File: src/hdl/vad_pkg.sv
// Shared constants, types and the arctangent table of the vector angle block.
package vad_pkg;

	// Width the dot and cross magnitudes are scaled to before rotation.
	localparam int WORK_BITS = 30;
	// Fraction bits of the accumulated angle in degrees.
	localparam int ANG_FRAC = 24;
	localparam int TAB_LEN = 32;
	// Rotation datapath: the gain of the rotations needs two more bits plus sign.
	localparam int CW = WORK_BITS + 3;
	// Angle accumulator, signed, holds -100 to 280 degrees.
	localparam int ZW = ANG_FRAC + 10;

	localparam logic [ZW-1:0] DEG180 = ZW'(180) << ANG_FRAC;
	localparam logic [ZW-1:0] DEG360 = ZW'(360) << ANG_FRAC;

	// How the final angle is formed: from the rotations or as a fixed value.
	typedef enum logic [2:0] {
		KIND_CORDIC,
		KIND_0,
		KIND_90,
		KIND_180,
		KIND_270
	} kind_t;

	typedef struct packed {
		logic  zero;
		logic  xneg;
		logic  yneg;
		kind_t kind;
	} tag_t;

	// atan(2^-idx) in degrees with ANG_FRAC fraction bits.
	function automatic logic [ZW-1:0] atan_deg(input int idx);
		logic [ZW-1:0] val;
		case (idx)
			0:  val = ZW'(754974720);
			1:  val = ZW'(445687602);
			2:  val = ZW'(235489088);
			3:  val = ZW'(119537938);
			4:  val = ZW'(60000934);
			5:  val = ZW'(30029717);
			6:  val = ZW'(15018523);
			7:  val = ZW'(7509720);
			8:  val = ZW'(3754917);
			9:  val = ZW'(1877466);
			10: val = ZW'(938734);
			11: val = ZW'(469367);
			12: val = ZW'(234684);
			13: val = ZW'(117342);
			14: val = ZW'(58671);
			15: val = ZW'(29335);
			16: val = ZW'(14668);
			17: val = ZW'(7334);
			18: val = ZW'(3667);
			19: val = ZW'(1833);
			20: val = ZW'(917);
			21: val = ZW'(458);
			22: val = ZW'(229);
			23: val = ZW'(115);
			24: val = ZW'(57);
			25: val = ZW'(29);
			26: val = ZW'(14);
			27: val = ZW'(7);
			28: val = ZW'(4);
			29: val = ZW'(2);
			30: val = ZW'(1);
			default: val = '0;
		endcase
		return val;
	endfunction

endpackage

File: src/hdl/vad_cordic_cell.sv
// One vectoring rotation of the angle pipeline, for a fixed iteration index.
module vad_cordic_cell import vad_pkg::*; #(
	parameter int STAGE = 0
) (
	input  logic                 clk,
	input  logic                 arst_n,
	input  logic                 en,
	input  logic                 in_valid,
	input  tag_t                 in_tag,
	input  logic signed [CW-1:0] in_x,
	input  logic signed [CW-1:0] in_y,
	input  logic signed [ZW-1:0] in_z,
	output logic                 out_valid,
	output tag_t                 out_tag,
	output logic signed [CW-1:0] out_x,
	output logic signed [CW-1:0] out_y,
	output logic signed [ZW-1:0] out_z
);

	localparam logic signed [ZW-1:0] ATAN = atan_deg(STAGE);

	logic                 valid_s1;
	tag_t                 tag_s1;
	logic signed [CW-1:0] x_s1, y_s1, dx, dy;
	logic signed [ZW-1:0] z_s1;

	// Arithmetic shifts round towards minus infinity.
	assign dx = in_y >>> STAGE;
	assign dy = in_x >>> STAGE;

	always_ff @(posedge clk or negedge arst_n) begin
		if (!arst_n) begin
			valid_s1 <= 1'b0;
		end else if (en) begin
			valid_s1 <= in_valid;
		end
	end

	// Rotate towards the x axis: clockwise while y is not negative.
	always_ff @(posedge clk) begin
		if (en) begin
			tag_s1 <= in_tag;
			if (!in_y[CW-1]) begin
				x_s1 <= in_x + dx;
				y_s1 <= in_y - dy;
				z_s1 <= in_z + ATAN;
			end else begin
				x_s1 <= in_x - dx;
				y_s1 <= in_y + dy;
				z_s1 <= in_z - ATAN;
			end
		end
	end

	assign out_valid = valid_s1;
	assign out_tag   = tag_s1;
	assign out_x     = x_s1;
	assign out_y     = y_s1;
	assign out_z     = z_s1;

endmodule

File: config.mk
export PLATFORM = sky130hd
export DESIGN_NAME = vad_cordic_cell
export DESIGN_NICKNAME = d
export VERILOG_FILES = /design/src/hdl/vad_pkg.sv /design/src/hdl/vad_cordic_cell.sv
export SDC_FILE = /design/constraint.sdc
export NUM_CORES = 1
export LEC_CHECK = 0
export BUFFER_PORTS_ARGS = -buffer_cell sky130_fd_sc_hd__buf_4
export CAP_MARGIN = 0
export CORE_MARGIN = 3
export CORE_UTILIZATION = 48
export CTS_BUF_LIST = sky130_fd_sc_hd__clkbuf_4 sky130_fd_sc_hd__clkbuf_8
export DETAILED_ROUTE_END_ITERATION = 8
export PLACE_DENSITY = 0.8
export SYNTH_ARGS = -nofsm -noshare
export SYNTH_HDL_FRONTEND = slang
export SYNTH_SLANG_ARGS = --single-unit
export TNS_END_PERCENT = 1
File: constraint.sdc
create_clock -name clk -period 1.5 [get_ports clk]
set_clock_uncertainty 0.15 [all_clocks]
set_input_delay 0.075 -clock clk [delete_from_list [all_inputs] [get_ports clk]]
set_output_delay 0.075 -clock clk [all_outputs]
set_load 0.03 [all_outputs]
-- Word-level counts from Yosys, hierarchy flattened
Cells that the tools add are included.
- $add $sub $neg: 5
- muxes and demuxes: 3
- operators by type and width (cell ; number):
    $mux W33 ; 2
    $sub A33 B33 Y33 ; 2
    $add A34 B31 Y34 const B ; 1
    $mux W34 ; 1
    $sub A34 B31 Y34 const B ; 1
    $add A33 B33 Y33 ; 1
- flip-flop bits (word level): 107
- input bits: 110

-- Logic depth before layout (Yosys ltp)
- depth in word-level cells: 2
- mapped depth: 12

-- Worst setup path before layout
Ideal clock, no wire load.
- kind: input to register
- start: in in_x[0]
- end: reg y_s1[32], in the netlist out_y[32] (data pin)
- library setup time: 263 ps
- data arrival time: 2542 ps
- slack: -1455 ps
- stages on the path: 11
- cells stage by stage: ha_1 -> fa_1 -> nand2b_1 -> a2111o_1 -> a21oi_1 -> or4_4 -> a211o_1 -> a311o_1 -> a211oi_2 -> a311oi_1 -> xnor2_1
- cells in the longest elaborated chain, start to end: 2
- ends and longest elaborated chain (what ; line ; source):
    from (decl) ; vad_cordic_cell.sv:10 ; input logic signed [CW-1:0] in_x,
    $sub A33 B33 Y33 / $add A33 B33 Y33 (equally long branches) ; vad_cordic_cell.sv:45, vad_cordic_cell.sv:49 ;
    $mux W33 (*) ; vad_cordic_cell.sv:43 ; if (!in_y[CW-1]) begin
    to (signal assigned) ; vad_cordic_cell.sv:45 ; y_s1 <= in_y - dy;
    to (signal assigned) ; vad_cordic_cell.sv:49 ; y_s1 <= in_y + dy;
    to (decl) ; vad_cordic_cell.sv:24 ; logic signed [CW-1:0] x_s1, y_s1, dx, dy;
Mark *: on every way between the ends. The rest lies on a longest branch, timed or not.
A chain may end at the register's enable or synchronous reset.

-- Final worst setup path
- start: in in_x[0]
- end: reg x_s1[32], in the netlist out_x[32] (data pin)
- cells in the longest elaborated chain, start to end: 2
- ends and longest elaborated chain (what ; line ; source):
    $add A33 B33 Y33 / $sub A33 B33 Y33 (equally long branches) ; vad_cordic_cell.sv:44, vad_cordic_cell.sv:48 ;
    $mux W33 (*) ; vad_cordic_cell.sv:43 ;
    to (signal assigned) ; vad_cordic_cell.sv:44 ; x_s1 <= in_x + dx;
    to (signal assigned) ; vad_cordic_cell.sv:48 ; x_s1 <= in_x - dx;
    to (decl) ; vad_cordic_cell.sv:24 ;
Marked as above.

==> impl_metrics.csv <==
group,metric,value,unit
status,status,"complete, but fails checks",
status,failed_checks,"negative hold slack, negative setup slack",
clocking,cts_root_buf,"clkbuf_8",
routing,top_layer_used,"met4",
global_routing,grt.total_usage,0.3349,
floorplanning,io_pins,217,
timing,hold_viol,1,
global_routing,antenna_found_initial,0,
power,finalPower,12.11,mW
worst_setup_path,crit_family,"compound AO/OA/AOI/OAI gates",
worst_setup_path,rr_endpoint,"out_valid",
floorplanning,dieArea,20570,um^2
place,dpl_worst_slack,-1.694,ns
yosys,async_flop_share,0.009434,
final_layout,fin_util,0.7946,
yosys,synth-seq-cells,106,
routing,vias,10490,
timing,setup_viol,61,
yosys,synth_area_per_cell,8.937,um^2
worst_setup_path,reg2regPathDepth,1,
yosys,post-synth-top-count-cell,"a21oi_1",
timing,rsz0062_at_grt,"yes",
global_routing,grt_pass1_vias,10180,
worst_setup_path,cp_slowest_stage_delay,0.43,ns
power,powerDensity,834.1,nW/um^2
worst_setup_path,crit_chain,"buf_8 > ha_4 > fa_2 > nand2b_4 > a2111o_1 > a21oi_2 > or4_4 > a211o_1 > a311o_1 > a211oi_2 > a211oi_1 > xor2_1",
worst_setup_path,crit_buf_inv,1,
global_routing,grt_pass1_wl,54160,um
worst_setup_path,r2r-start,"out_valid",
place,globalplace.congestion,1.004,
power,ir_drop,0.0004032,V
final_layout,drive_gt1_frac,0.4211,
floorplanning,row_count,49,
worst_setup_path,path_class,"input port to flop",
routing,via_per_inst,5.807,
routing,ant_nets,0,
worst_setup_path,crit_arrival,2.72,ns
place,dp_hpwl,26670,um
timing,max_slew.worst_pin.slew,0.5546,ns
routing,drt_iter0_markers,1213,
yosys,synth.top_cell.area_share,0.3479,
yosys,synth-edff-count,105,
yosys,synthesis.nets,1237,
clocking,clkSinkCount,106,
worst_setup_path,crit_path_end_kind,"flop",
yosys,yosys.cell_types.count,65,
yosys,synthTopCellsByArea,"edfxtp_1 35%, ha_1 15%, a21oi_1 6.7%",
power,p_leak,6.868,nW
clocking,clk_latency,0.39,ns
routing,drt-met1-wl,14370,um
timing,holdWs,-0.002423,ns
routing,route.met3.wl,3811,um
timing,slew_headroom,0.6303,
yosys,syn_inst,1014,
yosys,synth_seq_area_share,0.3507,
yosys,yosys.area.top_type,"edfxtp_1",
timing,fin_crit_sh,1.825,
place,io_buffers,216,
timing,max_freq,0.3652,GHz
worst_setup_path,crit_required,1.48,ns
final_layout,antennaDiodeCount,0,
clocking,cts_buffers,9,
routing,routed-wl-met2,17360,um
final_layout,syn2layout_area_growth,60.20,%
final_layout,nNetsFinal,1795,
run,drv_cap,0,
routing,drt-pass1-iter-count,6,
global_routing,grt_max_degree,78,
yosys,syn-cell-area,9062,um^2
worst_setup_path,rrSetupSlack,0.56,ns
clocking,cts.clk_slew.worst_paths,0.10,ns
yosys,ys_warn_count,0,
worst_setup_path,crit_end,"out_x[32]",
clocking,cts_tree,"done",
global_routing,overflow,0,
min_path,hold_path_class,"input port to flop",
timing,report.final.slew_viol_count,0,
floorplanning,fp.dieH,143.4,um
worst_setup_path,cp-startpoint,"in_x[0]",
yosys,netlist_top_cells_count,"122 x a21oi_1, 109 x ha_1, 109 x inv_1",
worst_setup_path,critPathSlowestCell,"or4_4",
routing,wl_per_cell,20.63,um
worst_setup_path,startpoint_type,"input port",
routing,drcViolationCount,0,
timing,worst_slack,-1.238,ns
worst_setup_path,path_depth,12,
floorplanning,die_w,143.4,um
clocking,htreeDepth,3,
timing,fin_crit,2.738,ns
floorplanning,initial_utilization,0.4960,
routing,routed_wl,37270,um
clocking,clock_path_buffers,2,
yosys,synth_top_flop_cell,"edfxtp_1",
floorplanning,coreArea,18270,um^2
worst_setup_path,crit_fanout,3,
[metal layers]
layer,up-vias,GRT usage
met2,758,0.5513
li1,4728,-
met3,147,0.05624
met5,-,0
met1,4855,0.4372
met4,0,0.1427
[cells in the final DEF, fill, tap and decap left out, drive strengths merged, types with 11 or more instances in the layout]
cell,n
xnor2,62
o31ai,13
nor2,86
o21bai,14
a211oi,13
edfxtp,105
ha,109
a21o,25
a21oi,122
clkbuf,11
dlygate4sd3,38
nand2,57
nor2b,12
nand3,14
buf,552
o21ai,69
nor3,17
inv,111
[worst min-delay path, stage by stage]
cell and delay (ns):
buf_8 0.08, ha_2 0.15, inv_1 0.06
[cell type report]
type	instances	area (um^2)
Clock inverter	5	60.06
Clock buffer	11	138.9
Inverter	109	409.1
Timing Repair Buffer	590	4632
Tap cell	229	286.5
Multi-Input combinational cell	756	5813
Sequential cell	106	3178
Fill cell	1151	3752
[repair_timing]
action,in CTS,in global routing
resized for setup,77,46
endpoints found under the hold margin,49,0
hold buffers,38,0
pin swaps,18,8
setup buffers,0,2
endpoints found under the setup margin,60,65
[report_power, final]
group          switching [mW]  leakage [nW]  internal [mW]
logic                    3.42          5.73           2.74
clock network            1.10         0.101          0.822
registers               0.199          1.04           3.82
[through the flow]
| stage | TNS [ns] | hold WS, ns | cells | instance area (um^2) |
|---|---|---|---|---|
| global placement | -72.60 | -0.2999 | 1750 | 13380 |
| global route | -49.77 | 0.001077 | 1806 | 14520 |
| finish | -43.93 | -0.002423 | 1806 | 14520 |
| CTS | -39.68 | 0.01691 | 1804 | 14320 |
| floorplan | -51.42 | -0.3706 | 1014 | 9077 |
| detailed placement | -75.80 | -0.2988 | 1750 | 13380 |
[logic make-up after synthesis]
kind of cell               after synthesis  synth area share
AOI/OAI and AO/OA                      323            0.2221
xor gates and xnor gates                71           0.06862
adders and majority gates              113            0.1593
buffers and inverters                  152           0.06406
DFF                                    106            0.3507
muxes                                   11           0.01229
and+or+nand+nor                        238            0.1229
[registers in the layout (all words and copies together) (netlist names)]
signal / cells
out_y: 32
out_tag: 6
out_valid: 1
out_z: 34
out_x: 33
[worst min-delay path by stage]
stage | from | end | slack [ns] | cells after the start
3_3_place_gp | arst_n | out_valid | -0.30 | 1
2_1_floorplan | arst_n | out_valid | -0.37 | 0
6_report | in_y[0] | out_x[0] | -0.002 | 3
5_1_grt | in_y[0] | out_x[0] | 0.001 | 3
3_5_place_dp | arst_n | out_valid | -0.30 | 1
4_1_cts | in_y[0] | out_x[0] | 0.02 | 3
No activity file was read; power rests on OpenSTA's default activity.
