===== config.mk =====
export PLATFORM = sky130hd
export DESIGN_NAME = vad_norm_cell
export DESIGN_NICKNAME = d
export VERILOG_FILES = /design/src/hdl/vad_pkg.sv /design/src/hdl/vad_norm_cell.sv
export SDC_FILE = /design/constraint.sdc
export NUM_CORES = 1
export LEC_CHECK = 0
export BUFFER_PORTS_ARGS = -buffer_cell sky130_fd_sc_hd__buf_2
export CAP_MARGIN = 30
export CORE_AREA = 3 3 91 75
export CTS_CLUSTER_SIZE = 40
export DETAILED_ROUTE_END_ITERATION = 16
export DIE_AREA = 0 0 94 78
export PLACE_DENSITY = 0.83
export SLEW_MARGIN = 10
export SYNTH_ARGS = -nofsm -noshare
export SYNTH_HDL_FRONTEND = slang
export SYNTH_SLANG_ARGS = --single-unit

===== constraint.sdc =====
create_clock -name clk -period 2.1 [get_ports clk]
set_input_delay 0 -clock clk [delete_from_list [all_inputs] [get_ports clk]]
set_output_delay 0 -clock clk [all_outputs]
set_load 0.005 [all_outputs]

===== src/hdl/vad_pkg.sv =====
// Shared constants, types and the arctangent table of the vector angle block.
package vad_pkg;

	// Width the dot and cross magnitudes are scaled to before rotation.
	localparam int WORK_BITS = 30;
	// Fraction bits of the accumulated angle in degrees.
	localparam int ANG_FRAC = 24;
	localparam int TAB_LEN = 32;
	// Rotation datapath: the gain of the rotations needs two more bits plus sign.
	localparam int CW = WORK_BITS + 3;
	// Angle accumulator, signed, holds -100 to 280 degrees.
	localparam int ZW = ANG_FRAC + 10;

	localparam logic [ZW-1:0] DEG180 = ZW'(180) << ANG_FRAC;
	localparam logic [ZW-1:0] DEG360 = ZW'(360) << ANG_FRAC;

	// How the final angle is formed: from the rotations or as a fixed value.
	typedef enum logic [2:0] {
		KIND_CORDIC,
		KIND_0,
		KIND_90,
		KIND_180,
		KIND_270
	} kind_t;

	typedef struct packed {
		logic  zero;
		logic  xneg;
		logic  yneg;
		kind_t kind;
	} tag_t;

	// atan(2^-idx) in degrees with ANG_FRAC fraction bits.
	function automatic logic [ZW-1:0] atan_deg(input int idx);
		logic [ZW-1:0] val;
		case (idx)
			0:  val = ZW'(754974720);
			1:  val = ZW'(445687602);
			2:  val = ZW'(235489088);
			3:  val = ZW'(119537938);
			4:  val = ZW'(60000934);
			5:  val = ZW'(30029717);
			6:  val = ZW'(15018523);
			7:  val = ZW'(7509720);
			8:  val = ZW'(3754917);
			9:  val = ZW'(1877466);
			10: val = ZW'(938734);
			11: val = ZW'(469367);
			12: val = ZW'(234684);
			13: val = ZW'(117342);
			14: val = ZW'(58671);
			15: val = ZW'(29335);
			16: val = ZW'(14668);
			17: val = ZW'(7334);
			18: val = ZW'(3667);
			19: val = ZW'(1833);
			20: val = ZW'(917);
			21: val = ZW'(458);
			22: val = ZW'(229);
			23: val = ZW'(115);
			24: val = ZW'(57);
			25: val = ZW'(29);
			26: val = ZW'(14);
			27: val = ZW'(7);
			28: val = ZW'(4);
			29: val = ZW'(2);
			30: val = ZW'(1);
			default: val = '0;
		endcase
		return val;
	endfunction

endpackage


===== src/hdl/vad_norm_cell.sv =====
// One step of the normalising shifter: shifts both magnitudes left by SHIFT if room.
module vad_norm_cell import vad_pkg::*; #(
	parameter int NORM_BITS = 32,
	parameter int SHIFT = 1
) (
	input  logic                 clk,
	input  logic                 arst_n,
	input  logic                 en,
	input  logic                 in_valid,
	input  tag_t                 in_tag,
	input  logic [NORM_BITS-1:0] in_x,
	input  logic [NORM_BITS-1:0] in_y,
	output logic                 out_valid,
	output tag_t                 out_tag,
	output logic [NORM_BITS-1:0] out_x,
	output logic [NORM_BITS-1:0] out_y
);

	logic                 valid_s1;
	tag_t                 tag_s1;
	logic [NORM_BITS-1:0] x_s1, y_s1;
	logic                 room;

	// The shift is taken when the top SHIFT bits of both words are clear.
	assign room = ~|(in_x[NORM_BITS-1 -: SHIFT] | in_y[NORM_BITS-1 -: SHIFT]);

	always_ff @(posedge clk or negedge arst_n) begin
		if (!arst_n) begin
			valid_s1 <= 1'b0;
		end else if (en) begin
			valid_s1 <= in_valid;
		end
	end

	always_ff @(posedge clk) begin
		if (en) begin
			tag_s1 <= in_tag;
			x_s1   <= room ? (in_x << SHIFT) : in_x;
			y_s1   <= room ? (in_y << SHIFT) : in_y;
		end
	end

	assign out_valid = valid_s1;
	assign out_tag   = tag_s1;
	assign out_x     = x_s1;
	assign out_y     = y_s1;

endmodule


---- Word level (Yosys, flattened, before mapping) ----
Cells that the tools add are included.
word-level totals
  flip-flop bits (word level) ............. 71
  input port bits ......................... 74
  output and inout bits ................... 71
  logic and storage cells ................. 12
cells by class
  multiplexer cells ....................... 2
  bitwise operators ....................... 1
operators by type and width
  cell               count
  2-to-1 mux 32 bit  2
  bitwise OR 1 bit   1

---- Depth between registers and ports, before layout ----
Gate-level depths: netlist of run 1.
  word-level depth ........................ 2
  mapped depth ............................ 3
  mapped depth without buffers ............ 2

---- Worst setup path after synthesis of run 1 ----
No wires, ideal clock.
  kind .................................... input to register
  start point ............................. input port in_y[31]
  end point ............................... register x_s1[12] (netlist: out_x[12]), data pin
  library setup time ...................... 260 ps
  arrival ................................. 715 ps
  data required time ...................... 1,840 ps
  path slack .............................. 1,125 ps
  stages .................................. 3
  path buffers ............................ 1
  cells stage by stage .................... nor2_4 -> buf_4 -> mux2_2
on the way
  cells in the longest elaborated chain, start to end .. 2
RTL lines
  element                 line                 RTL
  start: declaration      vad_norm_cell.sv:12  input logic [NORM_BITS-1:0] in_y,
  bitwise OR 1 bit        vad_norm_cell.sv:25  assign room = ~|(in_x[NORM_BITS-1 -: SHIFT] | in_y[NORM_BITS-1 -: SHIFT]);
  2-to-1 mux 32 bit       vad_norm_cell.sv:38  x_s1 <= room ? (in_x << SHIFT) : in_x;
  end signal: assignment  vad_norm_cell.sv:38
  end: declaration        vad_norm_cell.sv:21  logic [NORM_BITS-1:0] x_s1, y_s1;
No other way between the ends.
A chain may end at the register's enable or synchronous reset.

---- Final worst setup path of run 1 ----
  start point ............................. input port in_y[0]
  end point ............................... register y_s1[1] (netlist: out_y[1]), data pin
on the way
  cells in the longest elaborated chain, start to end .. 1
RTL lines
  element                 line                 RTL
  2-to-1 mux 32 bit       vad_norm_cell.sv:39  y_s1 <= room ? (in_y << SHIFT) : in_y;
  end signal: assignment  vad_norm_cell.sv:39
  end: declaration        vad_norm_cell.sv:21
No other way between the ends.

==> out/metrics.csv, run 1 <==
metric,value,unit
status,"finished, final reports clean",
hold_violations,0,
cts.root.buffer_cell,clkbuf_8,
avgSynthCellArea,20.1,sq um
ir_drop,0.383,mV
grt_overflow,0,
die_h,78,um
fin_crit,1460,ps
slew_headroom,78.2,%
dpl.hpwl,4.36,mm
grt_pass1_wl,12.6,mm
fmax,684,MHz
num_vias,2273,
final_common_cell,buf_2,
start_util,49.0,%
dieArea,7330,sq um
power_density,711,nW/um^2
dp_slack,885,ps
cts_tree,yes,
synth_nets,219,
finalSetupTns,0,ps
ctsHtreeMaxLevel,3,
ant_nets,0,
io_pins,145,
avgViaCountPerCell,4.77,
p_leak,2.04,nW
min_path_cells,3,
grt_max_degree,63,
skew,0,ps
required,2180,ps
synth_area,2910,sq um
rsz0062_at_grt,no,
holdCritPathClass,input port to flop,
worst_slack,638,ps
worstPathMaxFanout,2,
io_buffers,144,
maxCapViolCount,0,
globalplace.congestion,0.743,
synth_top_area_share,72.1,%
tightest_slew,326,ps
setup_viol,0,
clk_pin_slew_worst_paths,70,ps
stdcell_count,477,
synth_area_leader_cell,edfxtp_1,
final_max_slew_viol_count,0,
syn2layout_area_growth,67.5,%
drc,0,
first_global_vias,2446,
ys_seq_area_share,73.0,%
yosys_warnings,0,
cts_buffer_depth,2,
drt-pass1-iter-count,6,
drive_gt1_share,55.1,%
worst_setup_path_start_kind,input port,
final_cell_mix,"144 x buf_2, 94 x dlygate4sd3_1, 70 x edfxtp_1",
ys_types,11,
n_fill_cell,330,
synthTopCellsByArea,"edfxtp_1 72%, mux2_2 22%, mux2_1 1.9%",
nets,465,
die_w,94,um
hold_ws,72.0,ps
r2r_cells,2,
cts_hold_buf,94,
core_area,5940,sq um
drt-total-wl,8.32,mm
grt_antenna_before_repair,0,
crit_arrival,1550,ps
clk_latency,330,ps
track_usage,23.2,%
syn_inst,145,
cts_resized,0,
crit_path_end_kind,flop,
cts_buffers,9,
p_total,3.47,mW
place_inst,367,
ys_ff_latch,71,
stdcell_area,4880,sq um
dpl_cell_area,3730,sq um
path_class,input port to flop,
cts_sinks,71,
finalCritPeriodShare,69.6,%
drt_iter0_markers,71,
diodes,0,
rows,25,
post_cts_buffers,0,
fin_util,82.1,%
post_drt_wl_per_cell,17.4,um
[cell usage after synthesis]
cell	n
buf_4	3
mux2_2	56
nor2b_1	2
dfrtp_1	1
buf_6	3
a21o_1	1
edfxtp_1	70
nor2_4	1
o21ai_0	1
mux2_1	5
inv_1	2
[area by class of cell]
cell class | count | area [sq um] | share of cell area [%]
Timing Repair Buffer | 241 | 1710 | 35.0
Inverter | 2 | 7.51 | 0.154
Clock buffer | 10 | 128 | 2.61
Clock inverter | 6 | 85.1 | 1.74
Tap cell | 81 | 101 | 2.08
Multi-Input combinational cell | 66 | 723 | 14.8
Sequential cell | 71 | 2130 | 43.6
[registers in the layout, indices dropped and copies added, names as in the netlist]
name       flops
out_x         32
out_tag        6
out_valid      1
out_y         32
[final timing paths]
| kind | end | slack, ps | start |
|---|---|---|---|
| worst max-delay path | out_y[1] | 640 | in_y[0] |
| worst min register to register | out_valid | 1130 | out_valid |
| max in group asynchronous | out_valid | 1500 | arst_n |
| worst max register to register | out_valid | 750 | out_valid |
| worst min-delay path | out_x[31] | 70 | in_x[31] |
| min in group asynchronous | out_valid | 490 | arst_n |
[worst max-delay path, cell delays in order]
cell and delay [ps]:
dlygate4sd3_1 540, buf_2 130, mux2_1 300, dlygate4sd3_1 570
[logic make-up after synthesis]
group | Yosys count | share of synthesized area (%)
DFF | 71 | 73.0
muxes | 61 | 23.6
buffers and inverters | 8 | 2.19
and+or+nand+nor | 3 | 0.816
AOI/OAI and AO/OA | 2 | 0.429
[where the power goes]
part / total (mW) / internal (mW) / leakage, nW / switching, mW
logic: 0.576 / 0.353 / 1.24 / 0.222
registers: 1.74 / 1.71 / 0.697 / 0.0343
clock network: 1.16 / 0.665 / 0.104 / 0.492
total: 3.47 / 2.72 / 2.04 / 0.748
[per-layer routing]
layer / vias to the layer above / track usage (%) / wire (um)
li1: 1062 / - / -
met4: 0 / 9.38 / 251
met1: 1080 / 24.6 / 2990
met3: 23 / 7.85 / 710
met5: - / 0 / 0
met2: 108 / 41.8 / 4370
Note: power is estimated with default switching activity, not from simulation.
==> run 2: changes to the inputs <==
Settings changed: CORE_AREA 3 3 91 75 to 3 3 94 78, DIE_AREA 0 0 94 78 to 0 0 97 81, PLACE_DENSITY 0.83 to 0.78.
Clock period 2.1 ns to 1.5 ns, I/O delays scaled along.
==> run 2 against run 1 <==
  * Critical path depth up 1
  * Non-clock buffer count up 5
  * Design area up 2.0%
  * Sequential power up 40%
  * Worst setup slack worse by 610 ps
  * Cell count up 1.5%
  * Sequential share of layout area down 0.85 points
  * First-iteration DRC count up 27%
  * Die area up 7.2%
  * Clock power up 68%
==> out/metrics.csv, run 2 (synthesis results as in run 1) <==
metric,value,unit,change
status,"finished, final reports clean",,unchanged
grt_max_degree,63,,unchanged
diodes,0,,unchanged
final_max_slew_viol_count,0,,unchanged
cp_slowest_cell,dlygate4sd3_1,,unchanged
nets,470,,was 465
grt_pass1_wl,12.3,mm,was 12.6 mm
die_h,81,um,was 78 um
worst_slack,29.5,ps,was 638 ps
crit_path_end_kind,flop,,unchanged
track_usage,20.4,%,was 23.2%
cts_tree,yes,,unchanged
required,1580,ps,was 2180 ps
post_drt_wl_per_cell,16.1,um,was 17.4 um
drc,0,,unchanged
final_common_cell,buf_2,,unchanged
io_pins,145,,unchanged
setup_viol,0,,unchanged
hold_violations,0,,unchanged
ctsHtreeMaxLevel,3,,unchanged
worst_setup_path_start_kind,input port,,unchanged
place_inst,370,,was 367
drt_iter0_markers,90,,was 71
rsz0062_at_grt,no,,unchanged
crit_family,buffers and inverters,,unchanged
maxCapViolCount,0,,unchanged
cts_buffers,9,,unchanged
ir_drop,0.648,mV,was 0.383 mV
dp_slack,268,ps,was 885 ps
p_leak,2.08,nW,was 2.04 nW
final_cell_mix,"144 x buf_2, 99 x dlygate4sd3_1, 70 x edfxtp_1",,"was 144 x buf_2, 94 x dlygate4sd3_1, 70 x edfxtp_1"
clk_pin_slew_worst_paths,70,ps,about the same
drive_gt1_share,54.5,%,was 55.1%
min_path_cells,3,,unchanged
avgViaCountPerCell,4.63,,was 4.77
num_vias,2243,,was 2273
clk_latency,340,ps,was 330 ps
cp_num_buf_inv,3,,unchanged
drt-pass1-iter-count,4,,was 6
dpl.hpwl,4.54,mm,was 4.36 mm
cts_buffer_depth,2,,unchanged
core_area,6410,sq um,was 5940 sq um
dieArea,7860,sq um,was 7330 sq um
setup.worst_path.start,in_y[31],,was in_y[0]
finalSetupTns,0,ps,unchanged
grt_overflow,0,,unchanged
r2r_cells,1,,was 2
power_density,1040,nW/um^2,was 711 nW/um^2
reg2reg_from,out_valid,,unchanged
skew,0,ps,unchanged
grt_antenna_before_repair,0,,unchanged
start_util,45.5,%,was 49.0%
cts_sinks,71,,unchanged
path_class,input port to flop,,unchanged
n_fill_cell,370,,was 330
fin_crit,1470,ps,
stdcell_count,484,,was 477
ant_nets,0,,unchanged
cp_num_cells,5,,was 4
p_total,5.19,mW,was 3.47 mW
hold_path.startpoint,in_x[31],,unchanged
hold_ws,61.5,ps,was 72.0 ps
slew_headroom,78.3,%,was 78.2%
holdCritPathClass,input port to flop,,unchanged
rows,26,,was 25
crit_chain,buf_2 > nor2_4 > buf_12 > mux2_2 > dlygate4sd3_1,,was dlygate4sd3_1 > buf_2 > mux2_1 > dlygate4sd3_1
post_cts_buffers,0,,unchanged
stdcell_area,4980,sq um,was 4880 sq um
fmax,680,MHz,
die_w,97,um,was 94 um
cts.root.buffer_cell,clkbuf_8,,unchanged
globalplace.congestion,0.828,,was 0.743
drt-total-wl,7.79,mm,was 8.32 mm
dpl_cell_area,3730,sq um,about the same
finalCritPeriodShare,98.0,%,
crit_arrival,1560,ps,was 1550 ps
fin_util,77.7,%,was 82.1%
io_buffers,144,,unchanged
max_stage_delay,570,ps,about the same
syn2layout_area_growth,70.8,%,was 67.5%
worstPathMaxFanout,62,,was 2
cts_resized,0,,unchanged
tightest_slew,326,ps,about the same
first_global_vias,2456,,was 2446
run 2: changes by cell type in the layout (fill, tap and decap cells not counted):
cell	before	now
dlygate4sd3_1	94	99
clkinvlp_4	1	0
clkbuf_1	1	0
clkinv_2	1	0
bufinv_16	2	4
clkinv_4	1	0
inv_6	0	1
run 2: layer usage:
metal  GRT usage (%)  up-vias  share of wire, %
li1                -     1071                 -
met1            21.2     1045                38
met2            37.4      106                52
met3            7.30       21               7.0
met4            9.82        0               3.0
met5               0        -                 0
run 2: power by group:
| group | switching (mW) | internal, mW |
|---|---|---|
| logic | 0.300 | 0.501 |
| registers | 0.0454 | 2.39 |
| clock network | 0.688 | 1.26 |
run 2: path summary, 6_finish.rpt:
kind                             end  slack, ps
hold reg to reg            out_valid        520
min in group asynchronous  out_valid        480
max in group asynchronous  out_valid        920
setup / recovery           out_y[18]         30
setup reg to reg           out_valid        750
hold / removal             out_x[31]         60
run 2: timing repair:
item | in CTS | in global routing
hold endpoints to repair | 71 | 0
hold buffers | 99 | 0
setup endpoints to repair | 0 | 0
run 2: layout make-up:
class                   count  area, sq um  share of cell area (%)
clock inverters             6          133                    2.66
well taps                  84          105                    2.11
clock buffers               9          124                    2.49
multi-input cells          66          723                    14.5
repair buffers            246         1760                    35.3
inverters                   2         7.51                   0.151
flip-flops and latches     71         2130                    42.7
