<file path="src/hdl/vad_pkg.sv">
// Shared constants, types and the arctangent table of the vector angle block.
package vad_pkg;

	// Width the dot and cross magnitudes are scaled to before rotation.
	localparam int WORK_BITS = 30;
	// Fraction bits of the accumulated angle in degrees.
	localparam int ANG_FRAC = 24;
	localparam int TAB_LEN = 32;
	// Rotation datapath: the gain of the rotations needs two more bits plus sign.
	localparam int CW = WORK_BITS + 3;
	// Angle accumulator, signed, holds -100 to 280 degrees.
	localparam int ZW = ANG_FRAC + 10;

	localparam logic [ZW-1:0] DEG180 = ZW'(180) << ANG_FRAC;
	localparam logic [ZW-1:0] DEG360 = ZW'(360) << ANG_FRAC;

	// How the final angle is formed: from the rotations or as a fixed value.
	typedef enum logic [2:0] {
		KIND_CORDIC,
		KIND_0,
		KIND_90,
		KIND_180,
		KIND_270
	} kind_t;

	typedef struct packed {
		logic  zero;
		logic  xneg;
		logic  yneg;
		kind_t kind;
	} tag_t;

	// atan(2^-idx) in degrees with ANG_FRAC fraction bits.
	function automatic logic [ZW-1:0] atan_deg(input int idx);
		logic [ZW-1:0] val;
		case (idx)
			0:  val = ZW'(754974720);
			1:  val = ZW'(445687602);
			2:  val = ZW'(235489088);
			3:  val = ZW'(119537938);
			4:  val = ZW'(60000934);
			5:  val = ZW'(30029717);
			6:  val = ZW'(15018523);
			7:  val = ZW'(7509720);
			8:  val = ZW'(3754917);
			9:  val = ZW'(1877466);
			10: val = ZW'(938734);
			11: val = ZW'(469367);
			12: val = ZW'(234684);
			13: val = ZW'(117342);
			14: val = ZW'(58671);
			15: val = ZW'(29335);
			16: val = ZW'(14668);
			17: val = ZW'(7334);
			18: val = ZW'(3667);
			19: val = ZW'(1833);
			20: val = ZW'(917);
			21: val = ZW'(458);
			22: val = ZW'(229);
			23: val = ZW'(115);
			24: val = ZW'(57);
			25: val = ZW'(29);
			26: val = ZW'(14);
			27: val = ZW'(7);
			28: val = ZW'(4);
			29: val = ZW'(2);
			30: val = ZW'(1);
			default: val = '0;
		endcase
		return val;
	endfunction

endpackage

</file>
<file path="src/hdl/vad_round.sv">
// Back end: wraps the angle into one turn, rounds it and applies the fixed cases.
module vad_round import vad_pkg::*; #(
	parameter int FRAC_BITS = 8
) (
	input  logic                   clk,
	input  logic                   arst_n,
	input  logic                   en,
	input  logic                   in_valid,
	input  tag_t                   in_tag,
	input  logic signed [ZW-1:0]   in_z,
	output logic                   out_valid,
	output logic                   out_zero,
	output logic [FRAC_BITS+8:0]   out_angle
);

	localparam int AW = FRAC_BITS + 9;
	localparam int UW = ZW - 1;
	localparam int SH = ANG_FRAC - FRAC_BITS;
	localparam logic [UW-1:0] HALF = UW'(1) << (SH - 1);
	localparam logic [AW-1:0] ANG90 = AW'(90) << FRAC_BITS;
	localparam logic [AW-1:0] ANG180 = AW'(180) << FRAC_BITS;
	localparam logic [AW-1:0] ANG270 = AW'(270) << FRAC_BITS;
	localparam logic [AW-1:0] ANG360 = AW'(360) << FRAC_BITS;

	logic          valid_s1, valid_s2;
	tag_t          tag_s1;
	logic [ZW-1:0] z_wrap;
	logic [UW-1:0] z_s1, rsum;
	logic [AW-1:0] rnd, ang_d, angle_s2;
	logic          zero_s2;

	// The angle never reaches a full turn, so a negative one needs one add only.
	assign z_wrap = in_z[ZW-1] ? ($unsigned(in_z) + DEG360) : $unsigned(in_z);
	assign rsum   = z_s1 + HALF;
	assign rnd    = rsum[UW-1:SH];

	always_comb begin
		case (tag_s1.kind)
			KIND_0:   ang_d = '0;
			KIND_90:  ang_d = ANG90;
			KIND_180: ang_d = ANG180;
			KIND_270: ang_d = ANG270;
			default:  ang_d = (rnd == ANG360) ? '0 : rnd;
		endcase
	end

	always_ff @(posedge clk or negedge arst_n) begin
		if (!arst_n) begin
			valid_s1 <= 1'b0;
			valid_s2 <= 1'b0;
		end else if (en) begin
			valid_s1 <= in_valid;
			valid_s2 <= valid_s1;
		end
	end

	always_ff @(posedge clk) begin
		if (en) begin
			z_s1     <= z_wrap[UW-1:0];
			tag_s1   <= in_tag;
			angle_s2 <= ang_d;
			zero_s2  <= tag_s1.zero;
		end
	end

	assign out_valid = valid_s2;
	assign out_zero  = zero_s2;
	assign out_angle = angle_s2;

endmodule

</file>
<file path="config.mk">
export PLATFORM = sky130hd
export DESIGN_NAME = vad_round
export DESIGN_NICKNAME = d
export VERILOG_FILES = /design/src/hdl/vad_pkg.sv /design/src/hdl/vad_round.sv
export SDC_FILE = /design/constraint.sdc
export NUM_CORES = 1
export LEC_CHECK = 0
export BUFFER_PORTS_ARGS = -buffer_cell sky130_fd_sc_hd__clkbuf_2
export CAP_MARGIN = 20
export CORE_MARGIN = 10
export CORE_UTILIZATION = 55
export DETAILED_ROUTE_END_ITERATION = 6
export GPL_TIMING_DRIVEN = 0
export MAX_ROUTING_LAYER = met4
export PLACE_DENSITY = 0.95
export SKIP_LAST_GASP = 1
export SYNTH_ARGS = -nofsm -noshare
export SYNTH_HDL_FRONTEND = slang
export SYNTH_SLANG_ARGS = --single-unit
</file>
<file path="constraint.sdc">
create_clock -name clk -period 6.35 [get_ports clk]
set_input_delay 0.3175 -clock clk [delete_from_list [all_inputs] [get_ports clk]]
set_output_delay 0.3175 -clock clk [all_outputs]
set_load 0.05 [all_outputs]
</file>
# --- After elaboration in Yosys (flattened, before gate mapping) ---
# Index checks and enable logic that the tools add are counted.
word_totals:
  ff_bits: 57
  out_inout_bits: 19
  wordCells: 17
  inputBits: 44
op_classes:
  n_eq_ne: 5
  addsub: 2
  n_mux: 3
op_table:
  columns: ["op", "n"]
  rows:
  - ["$pmux 17 s4", 1]
  - ["$add 33x16->33 const B", 1]
  - ["$add 33x33->33 const B", 1]
  - ["$mux 33", 1]
  - ["$eq 17x17->1 const B", 1]
  - ["$mux 17", 1]
  - ["$eq 3x2->1 const B", 2]
  - ["$eq 3x1->1 const B", 1]
  - ["$eq 3x3->1 const B", 1]

# --- Logic depth before layout (Yosys ltp) ---
# Gate-level depths: netlist (run 1).
logic_depth:
  ltp_word: 4
  ltp_mapped: 8
  mapped_depth_nobuf: 8

# --- Worst setup path before layout (run 1) ---
# No wires, ideal clock.
synth_path:
  kind: "reg-to-reg"
  start: "register z_s1[15]"
  end: "register angle_s2[14] (netlist: out_angle[14]), data pin"
  synth_period_minus_slack_ns: 2.204
  t_arrival_ns: 2.014
  n_path_buf: 0
  setup_ns: 0.190
  stages_incl_launch_ff: 9
  required_ns: 6.160
  path_slack_ns: 4.146
  cell_sequence: "edfxtp_1 -> ha_1 -> nand4_4 -> nor4_2 -> xnor2_1 -> and4b_4 -> nand4_4 -> nand3b_4 -> a2111oi_2"
synth_between:
  elab_chain_len: 4
synth_lines:
  columns: ["item", "line_no", "rtl"]
  rows:
  - ["from (decl)", "vad_round.sv:28", "logic [UW-1:0] z_s1, rsum;"]
  - ["from (signal assigned)", "vad_round.sv:59", "z_s1 <= z_wrap[UW-1:0];"]
  - ["$add 33x16->33 (*)", "vad_round.sv:34", "assign rsum = z_s1 + HALF;"]
  - ["$eq 17x17->1", "vad_round.sv:43", "default: ang_d = (rnd == ANG360) ? '0 : rnd;"]
  - ["$mux 17 (*)", "vad_round.sv:43", null]
  - ["$pmux 17 s4 (*)", "vad_round.sv:38", "case (tag_s1.kind)"]
  - ["via ang_d[14]", "vad_round.sv:29", "logic [AW-1:0] rnd, ang_d, angle_s2;"]
  - ["to (signal assigned)", "vad_round.sv:61", "angle_s2 <= ang_d;"]
  - ["to (decl)", "vad_round.sv:29", null]
# The timed path passes the listed nets; every way through them passes the cells marked *.
# A chain may end at the register's enable or synchronous reset.

# --- Final worst setup path (run 1) ---
layout_path:
  start: "register z_s1[16]"
  end: "register angle_s2[14] (netlist: out_angle[14]), data pin"
# The elaborated chain is that of the path after synthesis.

==> impl_results.md, run 1 <==
- Endpoints failing hold: 0
- Clock Sinks: 42
- CTS tree: yes
- Crit path DAT: 2540 ps
- Mapped Nets: 217
- Critical Path RT: 6370 ps
- Tot GR Track Use: 13.4%
- Global-route wire length before repair: 6620 um
- Outcome: completed
- Library cells used by synthesis: 43
- Fin nets: 270
- Critical path startpoint category: flop
- Final period utilization: 39.7%
- Post-route ant nets: 0
- Pwr per Cell Area: 271 nW/um^2
- Final setup TNS: 0 ps
- Pins Over Slew Limit: 0
- WL/cell: 14.8 um
- Synthesized instance count: 171
- Grt ovf: 0
- Least-Margin Pin Slew: 960 ps
- Critical path endpoint category: flop
- Vias per cell: 5.49
- IO Count: 63
- Worst path slowest cell: edfxtp_1
- TritonRoute pass-1 iters: 5
- Routability cong.: 0.897
- Ratio of cells with drive above 1 in the final layout: 32.0%
- DIE WIDTH: 82.4 um
- Cell area after synthesis: 2140 sq um
- Worst hold path class: in -> reg
- Final wirelength: 4030 um
- RSZ-0062 raised after global routing: false
- Die height: 82.4 um
- Most numerous cell on the critical path: nand4_4
- Synthesized flop and latch total: 42
- Std cell rows: 22
- Endpoints failing setup: 0
- Worst vdd ir: 0.163 mV
- Syn. warnings: 0
- Relative slew slack: 36.0%
- Initial antenna violation count: 0
- Post-synth EDFFs: 40
- Area grow syn2layout: 18.9%
- DR iter-0 viols: 90
- Critical Path, Cell by Cell: ha_1, nand4_4, nor4_1, xor2_1, and4b_4, nand4_4, nor2_1, a2111oi_2
- Starting density of the core: 57.6%
- Post-CTS sizing: 0
- PortBufs: 45
- Number of CTS-inserted buffers: 5
- Post-Layout Cell Count: 273
- Fmax: 0.397 GHz
- Reg clk slew, reported paths: 70 ps
- CTS Buffer Depth: 2
- Asr flop ratio synth: 4.76%
- Clk_lat worst skew: 300 ps
- Part of the Yosys area used for sequential elements: 58.4%
- Main synth FF type: edfxtp_1
- Placed insts: 264
- Tmin final: 2520 ps
- Commonest non-fill, non-tap cell in the layout: clkbuf_2
- Commonest cells after routing, fill and taps aside: 45 x clkbuf_2, 40 x edfxtp_1, 19 x nor2_1
- CP Max Fanout: 8
- Number of diodes: 0
- Number of H-tree levels: 2
- Drt drc: 0
- Die area: 6790 sq um
- Total vias in the final route: 1,500
- MaxCap Viol Count: 0
- Final Skew: 3.98 ps
- Worst path max stage delay: 420 ps
- CTS Root Cell: clkbuf_8
- Syn Area/Cell: 12.5 sq um
- Min Hold Slack: 189 ps
- Number of global-route vias before repair: 1,495
- DP HPWL: 3140 um
- Largest net degree at the start of global routing: 43
- Core Box Area: 3720 sq um
- Crit Path Class: reg -> reg
- LEAKAGE: 0.957 nW
[timing repair]
action,in CTS,in global routing
setup buffers,0,0
hold endpoints to repair,2,0
hold buffers,1,0
[cell type report]
type	instances	area, sq um
repair buffers	46	235
clock inverters	3	40.0
inverters	5	18.8
clock buffers	5	68.8
flip-flops and latches	42	1250
multi-input cells	120	855
well taps	48	60.1
fillers	283	1170
plain buffers	4	16.3
[path summary, 6_finish.rpt]
kind	slack [ps]	cells past startpoint	endpoint	startpoint
setup / recovery	3830	8	out_angle[14]$_DFFE_PP_	z_s1[16]$_DFFE_PP_
hold / removal	190	1	z_s1[25]$_DFFE_PP_	in_z[25]
setup reg to reg	3830	8	out_angle[14]$_DFFE_PP_	z_s1[16]$_DFFE_PP_
hold reg to reg	420	0	out_zero$_DFFE_PP_	tag_s1[5]$_DFFE_PP_
max in group asynchronous	5890	2	valid_s1$_DFFE_PN0P_	arst_n
min in group asynchronous	360	2	out_valid$_DFFE_PN0P_	arst_n
[flip-flops by register name, indices dropped and copies added (netlist names)]
| signal | flops |
|---|---|
| tag_s1 | 4 |
| z_s1 | 18 |
| out_valid | 1 |
| out_zero | 1 |
| out_angle | 17 |
| valid_s1 | 1 |
[power breakdown]
group / total, mW / internal (mW) / switching [mW]
clock network: 0.202 / 0.116 / 0.0865
registers: 0.354 / 0.336 / 0.0178
logic: 0.133 / 0.0419 / 0.0916
[layer usage]
metal | vias to the layer above | routed length (um) | track usage, %
li1 | 747 | - | -
met4 | 0 | 150 | 8.84
met5 | - | 0 | -
met2 | 57 | 2100 | 23.3
met1 | 683 | 1450 | 12.1
met3 | 13 | 334 | 4.86
[synthesized netlist by cell type (2+ instances only)]
library cell,instances,area (sq um)
nand4_1,3,18.8
edfxtp_1,40,1200
nand3_1,5,25.0
o21ai_1,2,10.0
nor2_1,19,71.3
nor3_1,7,35.0
a21oi_1,2,10.0
o21ai_0,2,10.0
o22ai_1,2,12.5
mux2_2,3,33.8
xnor2_1,17,149
o211ai_1,3,22.5
inv_1,5,18.8
nand2_1,18,67.6
ha_1,2,25.0
nand4_4,2,42.5
clkbuf_1,3,11.3
mux2i_1,2,20.0
nor4_2,2,25.0
dfrtp_1,2,50.1
nor4_1,2,12.5
xor2_1,7,61.3
[critical path, delay by kind of cell, from the launching register on]
family | cells | cell delay (ps)
compound gates | 1 | 60
xor+xnor | 1 | 270
fa+ha+maj | 1 | 320
flops | 1 | 420
simple gates | 5 | 1160
[cell families (layout without fill, tap and decap cells)]
logic type / Yosys count / after routing / share of synthesized area, %
flip-flops: 42 / 42 / 58.4
buffers and inverters: 9 / 63 / 1.64
XOR/XNOR: 24 / 24 / 9.82
multiplexers: 5 / 5 / 2.51
adder cells (fa/ha/maj): 2 / 2 / 1.17
AO/OA/AOI/OAI: 17 / 17 / 6.02
AND/OR/NAND/NOR: 72 / 72 / 20.4
[per-stage QoR]
step	power, mW	worst slack, ps	utilization (%)	cell area (sq um)
floorplan	0.454	4150	-	2140
finish	0.689	3830	68.5	2540
CTS	0.696	3840	68.5	2540
global placement	0.487	3970	65.3	2430
detailed placement	0.494	3840	65.3	2430
global route	0.724	3620	68.5	2540
(Power assumes the default switching activity.)
==> run 2, diff against run 1 <==
--- a/config.mk
+++ b/config.mk
@@ -8,11 +8,11 @@
 export BUFFER_PORTS_ARGS = -buffer_cell sky130_fd_sc_hd__clkbuf_2
 export CAP_MARGIN = 20
 export CORE_MARGIN = 10
-export CORE_UTILIZATION = 55
+export CORE_UTILIZATION = 51
 export DETAILED_ROUTE_END_ITERATION = 6
 export GPL_TIMING_DRIVEN = 0
 export MAX_ROUTING_LAYER = met4
-export PLACE_DENSITY = 0.95
+export PLACE_DENSITY = 0.9
 export SKIP_LAST_GASP = 1
 export SYNTH_ARGS = -nofsm -noshare
 export SYNTH_HDL_FRONTEND = slang
==> constraint.sdc (replaced) <==
create_clock -name clk -period 2.4 [get_ports clk]
set_input_delay 0.12 -clock clk [delete_from_list [all_inputs] [get_ports clk]]
set_output_delay 0.12 -clock clk [all_outputs]
set_load 0.05 [all_outputs]
==> impl_results.md, run 2 (synthesized netlist as in run 1, its figures left out) <==
- Number of CTS-inserted buffers: 5 (unchanged)
- Post-route ant nets: 0 (unchanged)
- Drt drc: 0 (unchanged)
- TritonRoute pass-1 iters: 4 (-1)
- Ratio of cells with drive above 1 in the final layout: 32.6% (+0.64 points)
- Starting density of the core: 53.1% (-4.5 points)
- CP Max Fanout: 7 (-1)
- Number of diodes: 0 (unchanged)
- Largest register by flop count: z_s1
- FF-to-FF End: out_angle[14]$_DFFE_PP_
- Routability cong.: 0.904 (+0.70%)
- Worst Reg-to-Reg Cells: 7 (-1)
- Critical path endpoint category: flop
- Cell count along the critical path: 7 (-1)
- Number of H-tree levels: 2 (unchanged)
- Tmin final: 2330 ps (-184 ps)
- Crit path DAT: 2430 ps (-110 ps)
- Commonest cells after routing, fill and taps aside: 45 x clkbuf_2, 40 x edfxtp_1, 19 x nor2_1
- Die area: 7190 sq um (+5.9%)
- Pins Over Slew Limit: 0 (unchanged)
- Critical path startpoint category: flop
- CTS Buffer Depth: 2 (unchanged)
- Outcome: completed
- DP HPWL: 2940 um (-6.1%)
- PortBufs: 45 (unchanged)
- R2R setup slack: 70 ps (-3770 ps)
- Initial antenna violation count: 0 (unchanged)
- DIE WIDTH: 84.8 um (+2.9%)
- Reg clk slew, reported paths: 70 ps (about the same)
- Worst path top cell family by delay: simple AND/OR/NAND/NOR gates
- Die height: 84.8 um (+2.9%)
- Worst path max stage delay: 490 ps (+70 ps)
- CTS Root Cell: clkbuf_8
- Layout fillers: 288 (+1.8%)
- Final setup TNS: 0 ps (unchanged)
- Critical Path, Cell by Cell: nand4_1, nor4_4, xnor2_2, and4b_4, nand4_4, nand3b_4, a2111oi_2
- Tot GR Track Use: 11.6% (-1.8 points)
- Post-Layout Cell Count: 289 (+5.9%)
- Number of global-route vias before repair: 1,468 (-1.8%)
- MaxCap Viol Count: 0 (unchanged)
- Relative slew slack: 33.0% (-3.0 points)
- Crit Path Class: reg -> reg
- Vias per cell: 5.29 (-3.6%)
- Worst vdd ir: 0.438 mV (+170%)
- Final Skew: 2.41 ps (-1.57 ps)
- LEAKAGE: 1.05 nW (+9.9%)
- FF-to-FF Start: z_s1[25]$_DFFE_PP_
- Clock Sinks: 42 (unchanged)
- Endpoints failing setup: 0 (unchanged)
- Core Box Area: 4030 sq um (+8.4%)
- Placed insts: 266 (+0.76%)
- IO Count: 63 (unchanged)
- Least-Margin Pin Slew: 1010 ps (+45.4 ps)
- Fmax: 0.428 GHz (+7.9%)
- Total vias in the final route: 1,530 (+2.0%)
- Commonest non-fill, non-tap cell in the layout: clkbuf_2
- Pwr per Cell Area: 649 nW/um^2 (+140%)
- Std cell rows: 23 (+4.5%)
- Critical Path RT: 2490 ps (-3880 ps)
- DR iter-0 viols: 140 (+56%)
- Endpoints failing hold: 0 (unchanged)
- CTS tree: yes
- Area grow syn2layout: 27.8%
- Final wirelength: 4330 um (+7.5%)
- Fin nets: 284 (+5.2%)
- WL/cell: 15.0 um (+1.5%)
- CP endpoint: out_angle[14]$_DFFE_PP_
- Largest net degree at the start of global routing: 43 (unchanged)
- Clk_lat worst skew: 290 ps (about the same)
- Worst Setup SP: z_s1[25]$_DFFE_PP_
- Worst hold path class: in -> reg
- Pwr Total: 1.78 mW (+160%)
- Largest register FFs: 18 (unchanged)
- Worst path slowest cell: edfxtp_1
- Grt ovf: 0 (unchanged)
- Final period utilization: 97.2% (+58 points)
- Worst path buffer plus inverter count: 0 (unchanged)
- Global-route wire length before repair: 6690 um (+1.1%)
- Core Util, Final: 67.9% (-0.57 points)
run 2: cell count changes in the layout (fill, tap and decap cells not counted), moves of 2 or more:
cell and change:
buf_4 +3, dlygate4sd3_1 +12, nor4_2 -2, nor4_4 +3, xnor2_1 -2, xnor2_2 +2
run 2: metrics by stage:
step	hold WS (ps)	setup WS [ps]	area, sq um
after floorplan	-176	196	2140
after global placement	-94.0	4.09	2430
after detailed placement	-89.2	-72.5	2430
after CTS	0.724	14.8	2650
after global routing	1.34	-110	2740
final	8.43	66.1	2740
run 2: layout make-up:
cell class / instances / area (sq um) / area share, %
clock inverter: 1 / 5.00 / 0.183
timing repair buffer: 61 / 378 / 13.8
buffer: 3 / 12.5 / 0.457
clock buffer: 7 / 86.3 / 3.16
inverter: 5 / 18.8 / 0.686
tap: 50 / 62.6 / 2.29
sequential: 42 / 1250 / 45.7
multi-input combinational: 120 / 922 / 33.7
run 2: worst register-to-register path, delay by kind of cell (launching register included):
kind | cells | cell delay, ps
flops | 1 | 490
xor+xnor | 1 | 160
compound gates | 1 | 360
simple gates | 5 | 1130
run 2: worst min path at each step:
stage / cells past startpoint / from / end / slack (ps)
2_1_floorplan: 0 / arst_n / out_valid$_DFFE_PN0P_ / -180
3_3_place_gp: 1 / arst_n / out_valid$_DFFE_PN0P_ / -90
3_5_place_dp: 1 / arst_n / valid_s1$_DFFE_PN0P_ / -90
4_1_cts: 1 / in_tag[5] / tag_s1[5]$_DFFE_PP_ / 0.7
5_1_grt: 1 / in_z[18] / z_s1[18]$_DFFE_PP_ / 1
6_report: 1 / in_z[24] / z_s1[24]$_DFFE_PP_ / 8
run 2: layer usage:
| layer | track usage, % | routed length (um) |
|---|---|---|
| met5 | - | 0 |
| met4 | 6.29 | 143 |
| met3 | 3.57 | 318 |
| met2 | 17.3 | 2130 |
| met1 | 13.6 | 1740 |
run 2: timing repair:
action	4_1_cts	5_1_grt
buffers inserted	1	2
setup endpoints to repair	12	12
endpoints found under the hold margin	12	2
gates cloned	0	0
hold buffers	11	2
gates resized for setup	2	7
pin swaps	0	4
run 2: report_power, final:
part / internal [mW] / switching (mW)
clock network: 0.232 / 0.218
registers: 0.890 / 0.0529
logic: 0.134 / 0.250
==> run 3, diff against run 2 <==
--- a/config.mk
+++ b/config.mk
@@ -7,10 +7,10 @@
 export LEC_CHECK = 0
 export BUFFER_PORTS_ARGS = -buffer_cell sky130_fd_sc_hd__clkbuf_2
 export CAP_MARGIN = 20
+export CORE_ASPECT_RATIO = 2
 export CORE_MARGIN = 10
 export CORE_UTILIZATION = 51
 export DETAILED_ROUTE_END_ITERATION = 6
-export GPL_TIMING_DRIVEN = 0
 export MAX_ROUTING_LAYER = met4
 export PLACE_DENSITY = 0.9
 export SKIP_LAST_GASP = 1
==> impl_results.md, run 3 (synthesized netlist as in run 1, its figures left out) <==
- Std cell rows: 33 (+43%)
- DR iter-0 viols: 50 (-64%)
- Worst vdd ir: 0.506 mV (+16%)
- Number of CTS-inserted buffers: 5 (unchanged)
- Outcome: completed
- Final wirelength: 4360 um (+0.51%)
- Drt drc: 0 (unchanged)
- Final instance area: 2800 sq um (+2.3%)
- Critical path startpoint category: flop
- Endpoints failing setup: 0 (unchanged)
- Starting density of the core: 52.4% (-0.76 points)
- CTS tree: yes
- TritonRoute pass-1 iters: 4 (unchanged)
- CTS Buffer Depth: 2 (unchanged)
- Worst Reg-to-Reg Cells: 8 (+1)
- Initial antenna violation count: 0 (unchanged)
- Layout fillers: 303 (+5.2%)
- Die height: 112 um (+32%)
- Number of H-tree levels: 2 (unchanged)
- Hold path startpoint: in_valid
- R2R setup slack: 100 ps (+30 ps)
- Ratio of cells with drive above 1 in the final layout: 32.5% (-0.12 points)
- Fin nets: 291 (+2.5%)
- Fmax: 0.434 GHz (+1.3%)
- CTS Root Cell: clkbuf_8
- Crit path DAT: 2340 ps (-90 ps)
- Relative slew slack: 74.6% (+42 points)
- Least-Margin Pin Slew: 378 ps (-628 ps)
- Final setup margin: 95.6 ps (+29.6 ps)
- Tmin final: 2300 ps (-29.6 ps)
- Worst Hold Endpoint: valid_s1$_DFFE_PN0P_
- RSZ-0062 raised after global routing: true
- Post-Layout Cell Count: 298 (+3.1%)
- Routability cong.: 0.871 (-3.6%)
- PortBufs: 45 (unchanged)
- Area grow syn2layout: 30.8%
- Critical path endpoint category: flop
- Critical Path RT: 2430 ps (-60 ps)
- DIE WIDTH: 65.8 um (-22%)
- Final Skew: 7.95 ps (+5.54 ps)
- FF-to-FF Start: z_s1[16]$_DFFE_PP_
- Pre-CTS setup slack: 74.0 ps (+147 ps)
- Commonest non-fill, non-tap cell in the layout: clkbuf_2
- Crit Path Class: reg -> reg
- Placed cell areas: 2460 sq um (+1.3%)
- Number of diodes: 0 (unchanged)
- FF-to-FF End: out_angle[14]$_DFFE_PP_
- Endpoints failing hold: 0 (unchanged)
- Pins Over Slew Limit: 0 (unchanged)
- Final period utilization: 96.0% (-1.2 points)
- Largest net degree at the start of global routing: 33 (-23%)
- Die area: 7350 sq um (+2.2%)
- Hold depth: 2 (+1)
- Core Box Area: 4090 sq um (+1.5%)
- MaxCap Viol Count: 0 (unchanged)
- Core Util, Final: 68.5% (+0.58 points)
- CP Max Fanout: 5 (-2)
- IO Count: 63 (unchanged)
- Pwr per Cell Area: 670 nW/um^2 (+3.2%)
- Total vias in the final route: 1,603 (+4.8%)
- Worst hold path class: in -> reg
- Post-route ant nets: 0 (unchanged)
- Number of global-route vias before repair: 1,668 (+14%)
- WL/cell: 14.6 um (-2.5%)
- Clk_lat worst skew: 300 ps (about the same)
- Placed insts: 270 (+1.5%)
- LEAKAGE: 1.07 nW (+2.0%)
- Tot GR Track Use: 12.8% (+1.2 points)
- Final setup TNS: 0 ps (unchanged)
- Clock Sinks: 42 (unchanged)
- Largest register by flop count: z_s1
- Commonest cells after routing, fill and taps aside: 45 x clkbuf_2, 40 x edfxtp_1, 19 x nor2_1
- Grt ovf: 0 (unchanged)
- Reg clk slew, reported paths: 80 ps (about the same)
- Vias per cell: 5.38 (+1.6%)
- Largest register FFs: 18 (unchanged)
- Global-route wire length before repair: 7270 um (+8.5%)
- DP HPWL: 3170 um (+7.8%)
- Worst Setup SP: z_s1[16]$_DFFE_PP_
[run 3: per-stage QoR]
stage               power, mW  hold slack [ps]
floorplan                1.20             -176
global placement         1.30            -95.0
detailed placement       1.31            -88.1
CTS                      1.86            0.913
global route             1.96             54.5
finish                   1.88             52.5
[run 3: how the worst max path moves through the flow]
stage	slack, ps	to	cells after the start
finish	100	out_angle[14]$_DFFE_PP_	8
global route	-9	out_angle[14]$_DFFE_PP_	7
CTS	30	out_angle[14]$_DFFE_PP_	8
detailed placement	70	out_angle[14]$_DFFE_PP_	8
global placement	160	out_angle[14]$_DFFE_PP_	8
floorplan	200	out_angle[14]$_DFFE_PP_	8
[run 3: layout make-up]
cell class / count / area (sq um) / area share (%)
flip-flops and latches: 42 / 1250 / 44.7
multi-input cells: 120 / 892 / 31.9
repair buffers: 71 / 463 / 16.5
clock buffers: 6 / 72.6 / 2.59
well taps: 52 / 65.1 / 2.32
clock inverters: 2 / 37.5 / 1.34
inverters: 5 / 18.8 / 0.670
[run 3: report_power, final]
group          switching, mW  internal, mW
clock network          0.234         0.310
registers             0.0501         0.888
logic                  0.250         0.144
total                  0.534          1.34
[run 3: routing by layer]
metal	vias to the layer above	wire, um	track usage [%]
met5	-	0	-
met4	0	241	9.63
met3	23	224	2.91
met2	57	2460	22.8
met1	744	1430	10.7
li1	779	-	-
[run 3: what timing repair did]
action / in CTS / in global routing
endpoints found under the hold margin: 17 / 1
buffers inserted: 0 / 3
gates resized for setup: 0 / 5
hold buffers: 16 / 1
endpoints found under the setup margin: 0 / 12
[run 3: worst max-delay path, cell delays in order (launching register included)]
cell	delay, ps
edfxtp_1	440
buf_4	180
nand4_2	190
nor3_2	100
or4_1	420
a22oi_2	250
nand4_4	200
nor2_1	190
a2111oi_2	60
